**src/hdl/i2cbm_pkg.sv**
```systemverilog
`default_nettype none
// ----------------------------------------------------------------------------
// i2cbm_pkg
// types, codes and reset values shared by the tick-driven i2c bit master
// ----------------------------------------------------------------------------
package i2cbm_pkg;

	localparam int unsigned HALF_W  = 16;
	localparam int unsigned TOUT_W  = 8;
	localparam int unsigned BYTE_W  = 8;
	localparam int unsigned BIDX_W  = 4;
	localparam int unsigned KIND_W  = 3;
	localparam int unsigned IN_W    = 16;
	localparam int unsigned OUT_W   = 16;
	localparam int unsigned CIDX_W  = 1;

	localparam logic [HALF_W-1:0] HALF_PERIOD_RST = 16'd5;
	localparam logic [TOUT_W-1:0] ACK_TIMEOUT_RST = 8'd250;
	localparam logic [BIDX_W-1:0] BITS_PER_BYTE   = 4'd8;

	// configuration register indexes
	localparam logic [CIDX_W-1:0] REG_HALF_PERIOD = 1'b0;
	localparam logic [CIDX_W-1:0] REG_ACK_TIMEOUT = 1'b1;

	typedef enum logic [KIND_W-1:0] {
		K_TICK  = 3'd0,
		K_START = 3'd1,
		K_STOP  = 3'd2,
		K_WRITE = 3'd3,
		K_READ  = 3'd4,
		K_SACK  = 3'd5,
		K_RACK  = 3'd6,
		K_PROBE = 3'd7
	} kind_t;

	typedef enum logic [20:0] {
		P_IDLE = 21'h000001,
		P_ST0  = 21'h000002,
		P_ST1  = 21'h000004,
		P_ST2  = 21'h000008,
		P_ST3  = 21'h000010,
		P_ST4  = 21'h000020,
		P_SP0  = 21'h000040,
		P_SP1  = 21'h000080,
		P_SP2  = 21'h000100,
		P_WB0  = 21'h000200,
		P_WB1  = 21'h000400,
		P_WB2  = 21'h000800,
		P_RD0  = 21'h001000,
		P_RB1  = 21'h002000,
		P_RB2  = 21'h004000,
		P_SA0  = 21'h008000,
		P_SA1  = 21'h010000,
		P_SA2  = 21'h020000,
		P_RA0  = 21'h040000,
		P_RA1  = 21'h080000,
		P_RA2  = 21'h100000
	} phase_t;

	typedef struct packed {
		phase_t              phase;
		kind_t               cmd;
		logic [HALF_W-1:0]   dly;
		logic [BIDX_W-1:0]   bidx;
		logic [BYTE_W-1:0]   shb;
		logic [TOUT_W-1:0]   wcnt;
		logic                scl;
		logic                sda;
		logic                sda_rel;
		logic                fail;
		logic [BYTE_W-1:0]   rbyte;
	} mst_state_t;

	localparam mst_state_t MST_RST = '{
		phase:   P_IDLE,
		cmd:     K_TICK,
		dly:     '0,
		bidx:    '0,
		shb:     '0,
		wcnt:    '0,
		scl:     1'b0,
		sda:     1'b0,
		sda_rel: 1'b0,
		fail:    1'b0,
		rbyte:   '0
	};

endpackage
`default_nettype wire

```
**src/hdl/i2c_bit_level_master.sv**
```systemverilog
`default_nettype none
// ----------------------------------------------------------------------------
// i2c_bit_level_master: tick-driven i2c master, one input beat per bus tick
// result: the result beat of a tick is registered and presented in the cycle after it is taken
// throughput: one beat per cycle while the result side keeps taking beats, the output register frees as it is taken
// reset: bus state idle, scl/sda low and driven, registers at their defaults
// ----------------------------------------------------------------------------
module i2c_bit_level_master
	import i2cbm_pkg::*;
(
	input  wire logic              clk,
	input  wire logic              arst_n,
	// tick / command channel
	input  wire logic              s_tvalid,
	output logic                   s_tready,
	input  wire logic [IN_W-1:0]   s_tdata,  // data[7:0], ack_level[8], sda_in[9], zero pad
	input  wire logic [KIND_W-1:0] s_tuser,  // kind[2:0]
	// result channel
	output logic                   m_tvalid,
	input  wire logic              m_tready,
	output logic [OUT_W-1:0]       m_tdata,  // scl[0], sda_out[1], sda_is_input[2],
	                                         // busy_res[3], done_res[4], read_data[12:5],
	                                         // ack_fail[13], rejected[14], zero pad
	// configuration write channel
	input  wire logic              cfg_valid,
	output logic                   cfg_ready,
	input  wire logic [CIDX_W-1:0] cfg_index,
	input  wire logic [HALF_W-1:0] cfg_data
);

	// configuration registers
	logic [HALF_W-1:0] half_q;
	logic [TOUT_W-1:0] tout_q;

	// bus state and result register
	mst_state_t        st_q;
	mst_state_t        nxt;
	logic              m_tvalid_q;
	logic [OUT_W-1:0]  m_tdata_q;

	logic              accept;
	logic [HALF_W-1:0] dly_load;
	logic [HALF_W-1:0] dly_dec;
	kind_t             kind;
	logic              done;
	logic              rej;
	logic              do_enter;
	logic              do_poll;
	phase_t            tgt;
	phase_t            poll_tgt;
	logic              probe;
	logic [BYTE_W-1:0] in_data;
	logic              in_ackl;
	logic              in_sda;

	assign cfg_ready = 1'b1;
	assign s_tready  = !m_tvalid_q || m_tready;
	assign accept    = s_tvalid && s_tready;
	assign m_tvalid  = m_tvalid_q;
	assign m_tdata   = m_tdata_q;

	assign kind    = kind_t'(s_tuser);
	assign in_data = s_tdata[7:0];
	assign in_ackl = s_tdata[8];
	assign in_sda  = s_tdata[9];

	// a zero half period still spaces pin changes by one tick
	assign dly_load = (half_q == '0) ? HALF_W'(1) : half_q;
	assign probe    = (st_q.cmd == K_PROBE);

	// pin action taken on entering a phase, the delay reloads every time
	function automatic mst_state_t enter_phase(input mst_state_t s, input phase_t p,
		input logic [HALF_W-1:0] d, input logic sda_smp);
		mst_state_t r;
		r = s;
		r.phase = p;
		r.dly = d;
		case (p)
			P_ST0, P_SP0: begin
				r.sda_rel = 1'b0;
				r.sda = 1'b0;
			end
			P_ST1, P_SP1, P_WB1, P_RB1, P_SA1: r.scl = 1'b1;
			P_ST2, P_SP2: r.sda = 1'b1;
			P_ST3: r.sda = 1'b0;
			P_ST4, P_SA2: r.scl = 1'b0;
			P_WB2: begin
				r.scl = 1'b0;
				r.bidx = r.bidx + 1'b1;
			end
			P_WB0: begin
				r.sda_rel = 1'b0;
				r.scl = 1'b0;
				r.sda = r.shb[BYTE_W-1];
				r.shb = {r.shb[BYTE_W-2:0], 1'b0};
			end
			P_RD0: begin
				r.sda_rel = 1'b1;
				r.sda = 1'b1;
				r.bidx = '0;
				r.shb = '0;
			end
			P_RB2: begin
				r.shb = {r.shb[BYTE_W-2:0], sda_smp};
				r.scl = 1'b0;
				r.bidx = r.bidx + 1'b1;
			end
			P_SA0: begin
				r.sda_rel = 1'b0;
				r.scl = 1'b0;
				r.sda = r.shb[0];
			end
			P_RA0: begin
				r.sda_rel = 1'b1;
				r.sda = 1'b1;
				r.scl = 1'b1;
				r.wcnt = '0;
			end
			P_RA2: begin
				r.scl = 1'b0;
				r.fail = 1'b0;
			end
			default: r = r;
		endcase
		return r;
	endfunction

	// one tick of the bus sequencer
	always_comb begin
		nxt      = st_q;
		done     = 1'b0;
		rej      = 1'b0;
		do_enter = 1'b0;
		do_poll  = 1'b0;
		tgt      = P_IDLE;
		poll_tgt = P_IDLE;
		dly_dec  = (st_q.dly != '0) ? st_q.dly - 1'b1 : '0;

		if (st_q.phase == P_IDLE) begin
			// idle: a nonzero kind launches a command
			if (kind != K_TICK) begin
				nxt.cmd  = kind;
				do_enter = 1'b1;
				case (kind)
					K_START: tgt = P_ST0;
					K_STOP:  tgt = P_SP0;
					K_WRITE: begin
						nxt.shb  = in_data;
						nxt.bidx = '0;
						tgt      = P_WB0;
					end
					K_READ:  tgt = P_RD0;
					K_SACK: begin
						nxt.shb = {{(BYTE_W-1){1'b0}}, in_ackl};
						tgt     = P_SA0;
					end
					K_RACK:  tgt = P_RA0;
					default: begin
						// probe: address with write bit zero goes out unchanged
						nxt.shb = in_data;
						tgt     = P_ST0;
					end
				endcase
			end
		end else begin
			rej = (kind != K_TICK);
			if (st_q.phase == P_RA1) begin
				do_poll = 1'b1;
			end else begin
				nxt.dly = dly_dec;
				if (dly_dec == '0) begin
					do_enter = 1'b1;
					case (st_q.phase)
						P_ST4: begin
							if (probe) begin
								nxt.bidx = '0;
								tgt      = P_WB0;
							end else begin
								do_enter = 1'b0;
							end
						end
						P_WB2: begin
							if (st_q.bidx < BITS_PER_BYTE) begin
								tgt = P_WB0;
							end else if (probe) begin
								tgt = P_RA0;
							end else begin
								do_enter = 1'b0;
							end
						end
						P_RB2: begin
							if (st_q.bidx < BITS_PER_BYTE) begin
								tgt = P_RB1;
							end else begin
								nxt.rbyte = st_q.shb;
								do_enter  = 1'b0;
							end
						end
						P_RA2: begin
							if (probe) begin
								tgt = P_SP0;
							end else begin
								do_enter = 1'b0;
							end
						end
						P_RD0: tgt = P_RB1;
						P_ST0: tgt = P_ST1;
						P_ST1: tgt = P_ST2;
						P_ST2: tgt = P_ST3;
						P_ST3: tgt = P_ST4;
						P_SP0: tgt = P_SP1;
						P_SP1: tgt = P_SP2;
						P_WB0: tgt = P_WB1;
						P_WB1: tgt = P_WB2;
						P_RB1: tgt = P_RB2;
						P_SA0: tgt = P_SA1;
						P_SA1: tgt = P_SA2;
						P_RA0: tgt = P_RA1;
						default: do_enter = 1'b0;
					endcase
					if (!do_enter) begin
						nxt.phase = P_IDLE;
						done      = 1'b1;
					end
				end
			end
		end

		if (do_enter) begin
			nxt = enter_phase(nxt, tgt, dly_load, in_sda);
		end

		// acknowledge poll: low sample wins, then timeout, else keep counting
		if (do_poll || (do_enter && tgt == P_RA1)) begin
			if (!in_sda) begin
				poll_tgt = P_RA2;
				nxt = enter_phase(nxt, poll_tgt, dly_load, in_sda);
			end else if (nxt.wcnt >= tout_q) begin
				poll_tgt = P_SP0;
				nxt.fail = 1'b1;
				nxt = enter_phase(nxt, poll_tgt, dly_load, in_sda);
			end else begin
				nxt.wcnt = nxt.wcnt + 1'b1;
			end
		end
	end

	// configuration writes
	always_ff @(posedge clk or negedge arst_n) begin
		if (!arst_n) begin
			half_q <= HALF_PERIOD_RST;
			tout_q <= ACK_TIMEOUT_RST;
		end else if (cfg_valid && cfg_ready) begin
			case (cfg_index)
				REG_HALF_PERIOD: half_q <= cfg_data;
				REG_ACK_TIMEOUT: tout_q <= cfg_data[TOUT_W-1:0];
				default: half_q <= half_q;
			endcase
		end
	end

	// sequencer state advances once per accepted tick
	always_ff @(posedge clk or negedge arst_n) begin
		if (!arst_n) begin
			st_q <= MST_RST;
		end else if (accept) begin
			st_q <= nxt;
		end
	end

	// result register, refilled while the previous beat is being taken
	always_ff @(posedge clk or negedge arst_n) begin
		if (!arst_n) begin
			m_tvalid_q <= 1'b0;
		end else if (accept) begin
			m_tvalid_q <= 1'b1;
		end else if (m_tready) begin
			m_tvalid_q <= 1'b0;
		end
	end

	always_ff @(posedge clk) begin
		if (accept) begin
			m_tdata_q <= {1'b0, rej, nxt.fail, nxt.rbyte, done,
				(nxt.phase != P_IDLE), nxt.sda_rel, nxt.sda, nxt.scl};
		end
	end

`ifndef SYNTHESIS
	// a finishing tick never reports the bus as still busy
	a_done_not_busy: assert property (@(posedge clk) disable iff (!arst_n)
		m_tvalid_q && m_tdata_q[4] |-> !m_tdata_q[3])
		else $error("done reported together with busy");

	// bit counter never runs past one byte
	a_bidx_range: assert property (@(posedge clk) disable iff (!arst_n)
		st_q.bidx <= BITS_PER_BYTE)
		else $error("bit index beyond byte length");

	// a command taken while idle always leaves the idle phase
	a_cmd_launch: assert property (@(posedge clk) disable iff (!arst_n)
		accept && st_q.phase == P_IDLE && s_tuser != K_TICK |=> st_q.phase != P_IDLE)
		else $error("command accepted while idle did not start");
`endif

endmodule
`default_nettype wire
```
**config.mk**
```make
export PLATFORM = sky130hd
export DESIGN_NAME = i2c_bit_level_master
export DESIGN_NICKNAME = d
export VERILOG_FILES = /design/src/hdl/i2cbm_pkg.sv /design/src/hdl/i2c_bit_level_master.sv
export SDC_FILE = /design/constraint.sdc
export NUM_CORES = 1
export LEC_CHECK = 0
export BUFFER_PORTS_ARGS = -buffer_cell sky130_fd_sc_hd__buf_2
export CAP_MARGIN = 10
export CORE_UTILIZATION = 45
export DETAILED_ROUTE_END_ITERATION = 7
export PLACE_DENSITY = 0.69
export SLEW_MARGIN = 0
export SYNTH_ARGS = -nofsm -noshare
export SYNTH_HDL_FRONTEND = slang
export SYNTH_SLANG_ARGS = --single-unit
```
**constraint.sdc**
```tcl
create_clock -name clk -period 6.1 [get_ports clk]
set_clock_uncertainty 0.2 [all_clocks]
set_input_delay 1.22 -clock clk [delete_from_list [all_inputs] [get_ports clk]]
set_output_delay 1.22 -clock clk [all_outputs]
set_load 0.05 [all_outputs]
```
==> key figures, run 1 <==
Outcome
  • Outcome: complete, no violations

Global route
  • GR Overflow Total: 0
  • First-pass GRT wire length: 30,100 um
  • Total GRT Usage: 23.9%
  • Largest net degree at the start of global routing: 66
  • Vias in the first global route: 5,782
  • Initial antenna violation count: 0

Power
  • NetSw: 1250 uW
  • Maximum VDD drop: 0.235 mV
  • Cell Pwr Density: 386 nW/um^2
  • Comb pwr share: 41.5%
  • Sequential share of power: 38.7%
  • Clk network pwr share: 19.9%
  • Design Power: 2930 uW
  • Switching share of power: 42.6%
  • Pint: 1680 uW
  • Leak pwr: 0.00316 uW

Floorplan
  • IO Pins: 60
  • Die height: 126 um
  • Core area: 14,800 um^2
  • Number of core rows: 44
  • Die area: 15,900 um^2
  • Die width: 126 um
  • Initial Utilization: 46.8%

Worst setup path
  • Crit. End Element: flop
  • Worst-path maximum fanout: 9
  • CP Cell Sequence: inv_1 -> ha_1 -> nor3b_2 -> nand4_1 -> xnor2_1 -> o31ai_2 -> a32oi_1 -> buf_4 -> nand2_1 -> ha_1 -> nand2b_1 -> a21o_1 -> a21oi_1 -> o211ai_1 -> a21oi_1 -> a21oi_1 -> a211oi_2 -> buf_4 -> mux2i_1 -> o22ai_1
  • Crit-path slowest cell: a211oi_2
  • Critical setup path kind: reg -> reg
  • Worst setup SP type: flop
  • CP delay by family, top: compound AO/OA/AOI/OAI gates
  • Worst path max stage delay: 0.57 ns
  • Reg-to-Reg End: st_q[44]$_DFFE_PN0P_
  • CP required: 6.12 ns
  • Register-to-Register Path Depth: 20
  • CP arrival: 5.65 ns
  • Reg-to-Reg Start: st_q[32]$_DFFE_PN0P_
  • Cell repeated most along the worst path: a21oi_1
  • Flop2flop setup slack: 0.47 ns
  • Number of buffers and inverters on the critical path: 3

Clock network
  • Skew-Pair Late Insertion Delay: 0.36 ns
  • CTS clk-pin slew, worst paths: 0.08 ns
  • Post-CTS sizing: 0
  • CTS buffer count: 9
  • Hold_buf cts: 0
  • H-Tree Depth: 3
  • CTS tree: done
  • Post-CTS Setup Repair Bufs: 0
  • Clock sinks: 112
  • Root Driver: clkbuf_16
  • CTS Buffer Depth: 2

Synthesis
  • Area share of the largest cell type after synthesis: 31.9%
  • Post-synth ARST share: 86.6%
  • Unique masters post-synth: 75
  • Top cell type by total area after synthesis: dfrtp_1
  • Synth top area cells: dfrtp_1, edfxtp_1, mux2_2
  • Xor-xnor portion of the synthesized cell area: 1.52%
  • Most common cell in the synthesized netlist: dfrtp_1
  • Post-Syn Instances: 746
  • Dominant synthesized flop cell: dfrtp_1
  • Flops & latches, synth: 112
  • Cell Area, Synth: 6910 um^2
  • Yosys warns: 0
  • Area share of and/or/nand/nor cells after synthesis: 27.5%
  • Number of synthesized flops with an enable pin: 15
  • Net count after synthesis: 798
  • Top cell types by occurrence after synthesis: dfrtp_1, nand2_1, nor2_1
  • Compound-Gate Fraction of Synth Area: 14.9%
  • Main combinational cell family by area after synthesis: simple AND/OR/NAND/NOR gates
  • Sequential area share after synthesis: 41.8%
  • Mean Syn Cell Area: 9.26 um^2
  • Post-Synth Adder-Cell Area: 1.99%
  • Post-synthesis mux area share: 8.11%

STA
  • Setup_tns: 0 ns
  • Max Transition Viols Final: 0
  • Final hold slack: 0.295 ns
  • Max_slew headroom: 33.6%
  • Period utilisation layout: 92.3%
  • Clock period minus worst slack: 5.63 ns
  • Achievable clock frequency: 178 MHz
  • Fin. Hold Viols: 0
  • Worst slew pin tran: 0.990 ns
  • RSZ-0062 raised after global routing: false
  • Finish-stage setup viols: 0

Place
  • IO buf count: 51
  • Placed cells: 956
  • GPL Wtd Cong: 0.920
  • Placed instance area: 7300 um^2
  • HPWL after DPL: 13,500 um

Routing
  • Vias per inst: 6.24
  • Detailed Routing Iterations Pass 1: 5
  • Antenna viol nets, final: 0
  • Routed len/inst: 18.8 um
  • Via count: 6,064
  • DRC viols: 0
  • Routed wire length: 18,200 um
  • DRT iter0 DRCs: 574

Min path
  • Min-Delay Path Class: reg -> reg
  • Hold EP: st_q[11]$_DFFE_PN0P_
  • Beginning of the worst hold path: st_q[11]$_DFFE_PN0P_
  • Hold depth: 2

Final layout
  • Layout cells sized above 1: 19.2%
  • # fillers: 1,389
  • Finished Cell Area: 7580 um^2
  • Diode count: 0
  • Total area of sequential cells: 2890 um^2
  • Nets: 835
  • Multi-input logic area: 3740 um^2
  • Area Growth Syn to Fin: 9.76%
  • Non-Filler Instances: 972

Run
  • Max-cap violations: 0
cell type report:
type	instances	area share (%)
Clock buffer	12	3.25
Clock inverter	4	0.495
Inverter	22	1.09
Multi-Input combinational cell	574	49.3
Sequential cell	112	38.1
Tap cell	184	3.04
Timing Repair Buffer	64	4.69
worst register-to-register path, cell delays in order (launching register included):
cell      delay [ns]
dfrtp_1         0.45
inv_1           0.15
ha_1            0.24
nor3b_2         0.44
nand4_1         0.30
xnor2_1         0.23
o31ai_2         0.44
a32oi_1         0.26
buf_4           0.22
nand2_1         0.09
ha_1            0.22
nand2b_1        0.14
a21o_1          0.17
a21oi_1         0.14
o211ai_1        0.13
a21oi_1         0.32
a21oi_1         0.19
a211oi_2        0.58
buf_4           0.28
mux2i_1         0.21
o22ai_1         0.10
state kept, by name, indices dropped and copies added, names as in the netlist:
signal	flops
st_q	72
m_tdata	15
tout_q	8
half_q	16
m_tvalid	1
layout by cell type (no fill, tap or decap), drive strengths merged, types with 8 or more instances in the layout:
cell type / synthesis / layout
nand3: 24 / 24
edfxtp: 15 / 15
and3: 11 / 11
inv: 21 / 23
nor3: 37 / 37
ha: 11 / 11
buf: 16 / 64
or3: 8 / 8
nand2: 85 / 85
o21ai: 42 / 42
nand2b: 11 / 11
dfstp: 9 / 9
nor2: 82 / 82
nor4: 22 / 22
mux2i: 11 / 11
dfrtp: 88 / 88
a21oi: 30 / 30
clkbuf: 22 / 12
a221o: 13 / 13
mux2: 40 / 40
nand4: 14 / 14
and2: 12 / 12
worst max path at each step:
| stage | startpoint | to | slack (ns) | cells past startpoint |
|---|---|---|---|---|
| after floorplan | st_q[32]$_DFFE_PN0P_ | st_q[40]$_DFFE_PN0P_ | 1.52 | 18 |
| after detailed placement | st_q[32]$_DFFE_PN0P_ | st_q[44]$_DFFE_PN0P_ | 0.52 | 20 |
| after global routing | st_q[32]$_DFFE_PN0P_ | st_q[43]$_DFFE_PN0P_ | 0.11 | 20 |
| after global placement | st_q[32]$_DFFE_PN0P_ | st_q[33]$_DFFE_PN0P_ | 0.58 | 19 |
| final | st_q[32]$_DFFE_PN0P_ | st_q[44]$_DFFE_PN0P_ | 0.47 | 20 |
| after CTS | st_q[32]$_DFFE_PN0P_ | st_q[44]$_DFFE_PN0P_ | 0.50 | 20 |
routing by layer:
metal | GRT usage, % | wire length [um]
met1 | 31.8 | 8210
met2 | 39.5 | 8670
met3 | 4.38 | 983
met4 | 7.65 | 389
met5 | 0 | 0
metrics by stage:
stage	worst slack, ns	utilization (%)
2_1_floorplan	1.52	-
3_3_place_gp	0.585	49.5
3_5_place_dp	0.517	49.5
4_1_cts	0.496	51.4
5_1_grt	0.111	51.4
6_report	0.468	51.4
power by group through the flow:
stage          Clock, uW  Combinational [uW]  Sequential [uW]
3_5_place_dp           0                1190             1140
5_1_grt              620                1340             1160
4_1_cts              596                1200             1130
2_1_floorplan          0                 943             1090
6_report             582                1220             1130
3_3_place_gp           0                1180             1130
cells by family after synthesis:
| kind of cell | Yosys count |
|---|---|
| mux | 51 |
| flops | 112 |
| fa+ha+maj | 11 |
| other cells | 2 |
| xor+xnor | 12 |
| compound gates | 149 |
| buf+inv | 60 |
| simple gates | 349 |
Power figures use the tool's default switching activity.
==> inputs of run 2 (changes only) <==
--- a/config.mk
+++ b/config.mk
@@ -8,6 +8,7 @@
 export BUFFER_PORTS_ARGS = -buffer_cell sky130_fd_sc_hd__buf_2
 export CAP_MARGIN = 10
 export CORE_UTILIZATION = 45
+export CTS_BUF_LIST = sky130_fd_sc_hd__clkbuf_4
 export DETAILED_ROUTE_END_ITERATION = 7
 export PLACE_DENSITY = 0.69
 export SLEW_MARGIN = 0
==> run 2 against run 1 <==
Core utilization is 1.1 points lower. Non-clock buffer count stayed put. Cell count stayed put. Count of clock-buffer cells in the layout is 1 lower. Flip-flop and latch count stayed put. Wire length is 0.32% lower. Critical path type unchanged. Critical endpoint unchanged. Largest power group unchanged.
==> key figures, run 2 (synthesis results as in run 1) <==
Outcome
  • Outcome: complete, no violations

STA
  • Setup_tns: 0 ns
  • RSZ-0062 raised after global routing: false
  • Max Transition Viols Final: 0
  • Max_slew headroom: 34.0%
  • Fin. Hold Viols: 0
  • Period utilisation layout: 92.6%
  • Final setup margin: 0.452 ns
  • Clock period minus worst slack: 5.65 ns
  • Finish-stage setup viols: 0
  • Achievable clock frequency: 177 MHz
  • Worst slew pin tran: 0.984 ns

Routing
  • Antenna viol nets, final: 0
  • DRT iter0 DRCs: 518
  • DRC viols: 0
  • Via count: 6,040
  • Detailed Routing Iterations Pass 1: 5
  • Routed wire length: 18,200 um
  • Routed len/inst: 18.7 um
  • Vias per inst: 6.21

Clock network
  • H-Tree Depth: 3
  • Skew-Pair Late Insertion Delay: 0.52 ns
  • Clock sinks: 112
  • Root Driver: clkbuf_4
  • CTS tree: done
  • CTS buffer count: 9
  • CTS clk-pin slew, worst paths: 0.17 ns
  • Post-CTS Setup Repair Bufs: 0
  • Post-CTS sizing: 0
  • Hold_buf cts: 0
  • CTS Buffer Depth: 2

Floorplan
  • Core area: 14,800 um^2
  • Initial Utilization: 46.8%
  • Die width: 126 um
  • Number of core rows: 44
  • Die area: 15,900 um^2
  • IO Pins: 60
  • Die height: 126 um

Worst setup path
  • Crit. End Element: flop
  • Worst path max stage delay: 0.57 ns
  • Worst-path maximum fanout: 9
  • CP arrival: 5.84 ns
  • Register-to-Register Path Depth: 20
  • Flop2flop setup slack: 0.45 ns
  • Critical setup path kind: reg -> reg
  • Crit-path slowest cell: a211oi_2
  • CP delay by family, top: compound AO/OA/AOI/OAI gates
  • Number of buffers and inverters on the critical path: 3
  • Reg-to-Reg End: st_q[44]$_DFFE_PN0P_
  • Reg-to-Reg Start: st_q[32]$_DFFE_PN0P_
  • Worst setup SP type: flop
  • CP Cell Sequence: inv_1 -> ha_1 -> nor3b_2 -> nand4_1 -> xnor2_1 -> o31ai_2 -> a32oi_1 -> buf_4 -> nand2_1 -> ha_1 -> nand2b_1 -> a21o_1 -> a21oi_1 -> o211ai_1 -> a21oi_1 -> a21oi_1 -> a211oi_2 -> buf_4 -> mux2i_1 -> o22ai_1
  • Cell repeated most along the worst path: a21oi_1
  • CP required: 6.29 ns

Final layout
  • Max reg flops: 72
  • Layout cells sized above 1: 19.3%
  • Most frequent cells in the layout: dfrtp_1, nand2_1, nor2_1
  • # fillers: 1,409
  • Commonest non-fill, non-tap cell in the layout: dfrtp_1
  • Final core utilization: 50.3%
  • Nets: 835
  • Area Growth Syn to Fin: 7.44%
  • Top reg by flops: st_q
  • Diode count: 0

Min path
  • Beginning of the worst hold path: st_q[11]$_DFFE_PN0P_
  • Hold depth: 2
  • Min-Delay Path Class: reg -> reg
  • Hold EP: st_q[11]$_DFFE_PN0P_

Global route
  • Initial antenna violation count: 1
  • First-pass GRT wire length: 30,100 um
  • Largest net degree at the start of global routing: 66
  • Total GRT Usage: 24.0%
  • GR Overflow Total: 0
  • Vias in the first global route: 5,751

Run
  • Max-cap violations: 0

Place
  • Placement Setup Slack: 0.517 ns
  • HPWL after DPL: 13,500 um
  • IO buf count: 51
  • GPL Wtd Cong: 0.920

Power
  • Maximum VDD drop: 0.210 mV
  • Leak pwr: 0.00309 uW
  • Cell Pwr Density: 365 nW/um^2
run 2: cell count changes in the layout (fill, tap and decap cells not counted):
cell       change
clkbuf_8       -1
clkbuf_4      +11
clkbuf_16      -9
clkinv_1       +1
clkbuf_1       -2
run 2: report_power, final:
part | switching [uW] | leakage, uW | internal (uW) | total (uW)
Clock | 264 | 0.0000729 | 98.9 | 363
Sequential | 205 | 0.00134 | 926 | 1130
Combinational | 758 | 0.00168 | 458 | 1220
Total | 1230 | 0.00309 | 1480 | 2710
run 2: how the worst max path moves through the flow:
| stage | startpoint | slack, ns | end | cells past startpoint |
|---|---|---|---|---|
| floorplan | st_q[32]$_DFFE_PN0P_ | 1.52 | st_q[40]$_DFFE_PN0P_ | 18 |
| global placement | st_q[32]$_DFFE_PN0P_ | 0.58 | st_q[33]$_DFFE_PN0P_ | 19 |
| detailed placement | st_q[32]$_DFFE_PN0P_ | 0.52 | st_q[44]$_DFFE_PN0P_ | 20 |
| CTS | st_q[32]$_DFFE_PN0P_ | 0.49 | st_q[44]$_DFFE_PN0P_ | 20 |
| global route | st_q[32]$_DFFE_PN0P_ | 0.1 | st_q[43]$_DFFE_PN0P_ | 20 |
| finish | st_q[32]$_DFFE_PN0P_ | 0.45 | st_q[44]$_DFFE_PN0P_ | 20 |
run 2: worst min-delay path, delay by kind of cell, from the launching register on:
| kind | cells | cell delay, ns |
|---|---|---|
| AO/OA/AOI/OAI | 1 | 0.06 |
| flip-flops | 1 | 0.37 |
| AND/OR/NAND/NOR | 1 | 0.05 |
run 2: per-stage QoR:
stage	hold WS, ns	cell area, um^2	total power, uW	cells
after floorplan	0.242	6910	2030	746
after global placement	0.260	7300	2310	956
after detailed placement	0.270	7300	2330	956
after CTS	0.305	7420	2700	972
after global routing	0.356	7420	2890	972
final	0.306	7420	2710	972
run 2: area by class of cell:
type	count	area, um^2	area share (%)
inverter	22	82.6	1.11
sequential	112	2890	38.9
timing repair buffer	64	355	4.79
clock buffer	11	82.6	1.11
tap	184	230	3.10
multi-input combinational	574	3740	50.4
clock inverter	5	41.3	0.556
run 2: routing by layer:
layer | global-route usage [%] | up-vias | routed length (um)
met5 | 0 | - | 0
met4 | 7.73 | 0 | 347
met3 | 4.76 | 33 | 1090
met2 | 39.6 | 229 | 8700
met1 | 31.7 | 2940 | 8060
li1 | - | 2838 | -
==> inputs of run 3 (changes only) <==
--- a/config.mk
+++ b/config.mk
@@ -5,12 +5,14 @@
 export SDC_FILE = /design/constraint.sdc
 export NUM_CORES = 1
 export LEC_CHECK = 0
+export ABC_CLOCK_PERIOD_IN_PS = 6100
 export BUFFER_PORTS_ARGS = -buffer_cell sky130_fd_sc_hd__buf_2
 export CAP_MARGIN = 10
-export CORE_UTILIZATION = 45
+export CORE_MARGIN = 1
+export CORE_UTILIZATION = 35
 export CTS_BUF_LIST = sky130_fd_sc_hd__clkbuf_4
 export DETAILED_ROUTE_END_ITERATION = 7
-export PLACE_DENSITY = 0.69
+export PLACE_DENSITY = 0.58
 export SLEW_MARGIN = 0
 export SYNTH_ARGS = -nofsm -noshare
 export SYNTH_HDL_FRONTEND = slang
==> run 3 against run 2 <==
Critical path depth is 1 lower. Register-to-register slack improved by 0.26 ns. Core utilization shrank 11 points. Hold slack better by 0.0042 ns. Via count decreased by 2.4%. Count of clock-buffer cells in the layout decreased by 1. Non-clock buffer count unchanged. Combinational power about the same. Sequential share of layout area down 0.63 points. Clock power grew 9.4%. Critical path type unchanged. Critical endpoint is now st_q[40]$_DFFE_PN0P_. Highest routed layer unchanged.
==> key figures, run 3 (synthesis results as in run 1) <==
Outcome
  • Outcome: complete, no violations

Routing
  • Antenna viol nets, final: 0
  • Via count: 5,897
  • Routed wire length: 18,500 um
  • Routed len/inst: 17.5 um
  • DRT iter0 DRCs: 346
  • Vias per inst: 5.59
  • DRC viols: 0
  • Detailed Routing Iterations Pass 1: 5

Worst setup path
  • Crit. End Element: flop
  • CP required: 6.35 ns
  • Worst setup SP type: flop
  • Worst-path maximum fanout: 10
  • Critical setup path kind: reg -> reg
  • CP arrival: 5.63 ns

Clock network
  • Post-CTS Setup Repair Bufs: 0
  • CTS clk-pin slew, worst paths: 0.19 ns
  • Skew-Pair Late Insertion Delay: 0.51 ns
  • CTS Buffer Depth: 2
  • CTS tree: done
  • Root Driver: clkbuf_4
  • Post-CTS sizing: 0
  • Hold_buf cts: 0
  • Clock sinks: 112
  • CTS buffer count: 9
  • H-Tree Depth: 3

STA
  • Final setup margin: 0.717 ns
  • Max Transition Viols Final: 0
  • Setup_tns: 0 ns
  • Finish-stage setup viols: 0
  • Period utilisation layout: 88.2%
  • Worst slew pin tran: 0.974 ns
  • Max_slew headroom: 34.3%
  • Achievable clock frequency: 186 MHz
  • Clock period minus worst slack: 5.38 ns
  • Fin. Hold Viols: 0
  • RSZ-0062 raised after global routing: false

Global route
  • First-pass GRT wire length: 30,400 um
  • Total GRT Usage: 19.2%
  • Largest net degree at the start of global routing: 60
  • GR Overflow Total: 0
  • Initial antenna violation count: 1
  • Vias in the first global route: 5,666

Final layout
  • Final core utilization: 38.9%
  • Finished Cell Area: 7550 um^2
  • Top reg by flops: st_q
  • # fillers: 2,003
  • Commonest non-fill, non-tap cell in the layout: dfrtp_1
  • Area Growth Syn to Fin: 9.22%
  • Max reg flops: 72
  • Nets: 835
  • Most frequent cells in the layout: dfrtp_1, nand2_1, nor2_1
  • Layout cells sized above 1: 19.4%

Floorplan
  • Initial Utilization: 35.6%
  • Core area: 19,400 um^2
  • IO Pins: 60
  • Die width: 143 um
  • Number of core rows: 51
  • Die area: 20,300 um^2
  • Die height: 143 um

Min path
  • Min-Delay Path Class: reg -> reg

Place
  • GPL Wtd Cong: 0.951
  • HPWL after DPL: 13,400 um
  • Placement Setup Slack: 0.761 ns
  • IO buf count: 51
  • Placed instance area: 7400 um^2

Run
  • Max-cap violations: 0

Power
  • Cell Pwr Density: 361 nW/um^2
  • Leak pwr: 0.00310 uW
  • Maximum VDD drop: 0.180 mV
[run 3: cell types whose count changed in the layout (fill, tap and decap cells not counted), sizes merged]
cell	previous run	this run
diode	0	1
bufinv	0	1
clkbuf	11	10
[run 3: worst max-delay path, cell delays in order (launching register included)]
cell      delay, ns
dfrtp_1        0.48
inv_1          0.15
ha_1           0.24
nor3b_2        0.18
buf_4          0.17
nand4_1        0.20
xnor2_1        0.23
o31ai_2        0.45
a32oi_1        0.33
buf_4          0.26
and2_1         0.18
ha_1           0.28
a21o_1         0.15
a21oi_1        0.16
o211ai_1       0.13
a21oi_1        0.37
a21oi_1        0.18
a211o_1        0.41
or4_1          0.50
o211ai_1       0.09
[run 3: power by group]
| part | internal, uW | switching [uW] |
|---|---|---|
| logic | 459 | 742 |
| registers | 925 | 199 |
| clock network | 133 | 264 |
| total | 1520 | 1200 |
[run 3: area by class of cell]
type	instances	area [um^2]	share of cell area, %
multi-input cells	574	3740	49.6
diodes	1	2.50	0.0332
well taps	265	332	4.39
inverters	22	82.6	1.09
repair buffers	64	355	4.71
clock inverters	6	67.6	0.895
clock buffers	10	75.1	0.995
flip-flops and latches	112	2890	38.3
[run 3: through the flow]
step           hold slack [ns]  total power, uW  cells
3_3_place_gp             0.263             2320   1037
2_1_floorplan            0.242             2030    746
6_report                 0.310             2720   1054
5_1_grt                  0.338             2940   1054
3_5_place_dp             0.273             2320   1037
4_1_cts                  0.312             2730   1053
[run 3: path summary, 6_finish.rpt]
check                                      from                   end  slack (ns)  depth (start not counted)
max                        st_q[32]$_DFFE_PN0P_  st_q[40]$_DFFE_PN0P_        0.72                         19
min                        st_q[11]$_DFFE_PN0P_  st_q[11]$_DFFE_PN0P_        0.31                          2
max in group asynchronous                arst_n  st_q[13]$_DFFE_PN0P_        4.07                          2
min reg2reg                st_q[11]$_DFFE_PN0P_  st_q[11]$_DFFE_PN0P_        0.31                          2
max reg2reg                st_q[32]$_DFFE_PN0P_  st_q[40]$_DFFE_PN0P_        0.72                         19
min in group asynchronous                arst_n  st_q[36]$_DFFE_PN0P_        0.46                          1
[run 3: routing by layer]
| metal | track usage [%] | routed length (um) | up-vias |
|---|---|---|---|
| met5 | 0 | 0 | - |
| met4 | 4.19 | 180 | 0 |
| met3 | 4.07 | 963 | 14 |
| met2 | 31.0 | 8660 | 163 |
| met1 | 26.3 | 8670 | 2884 |
| li1 | - | - | 2836 |
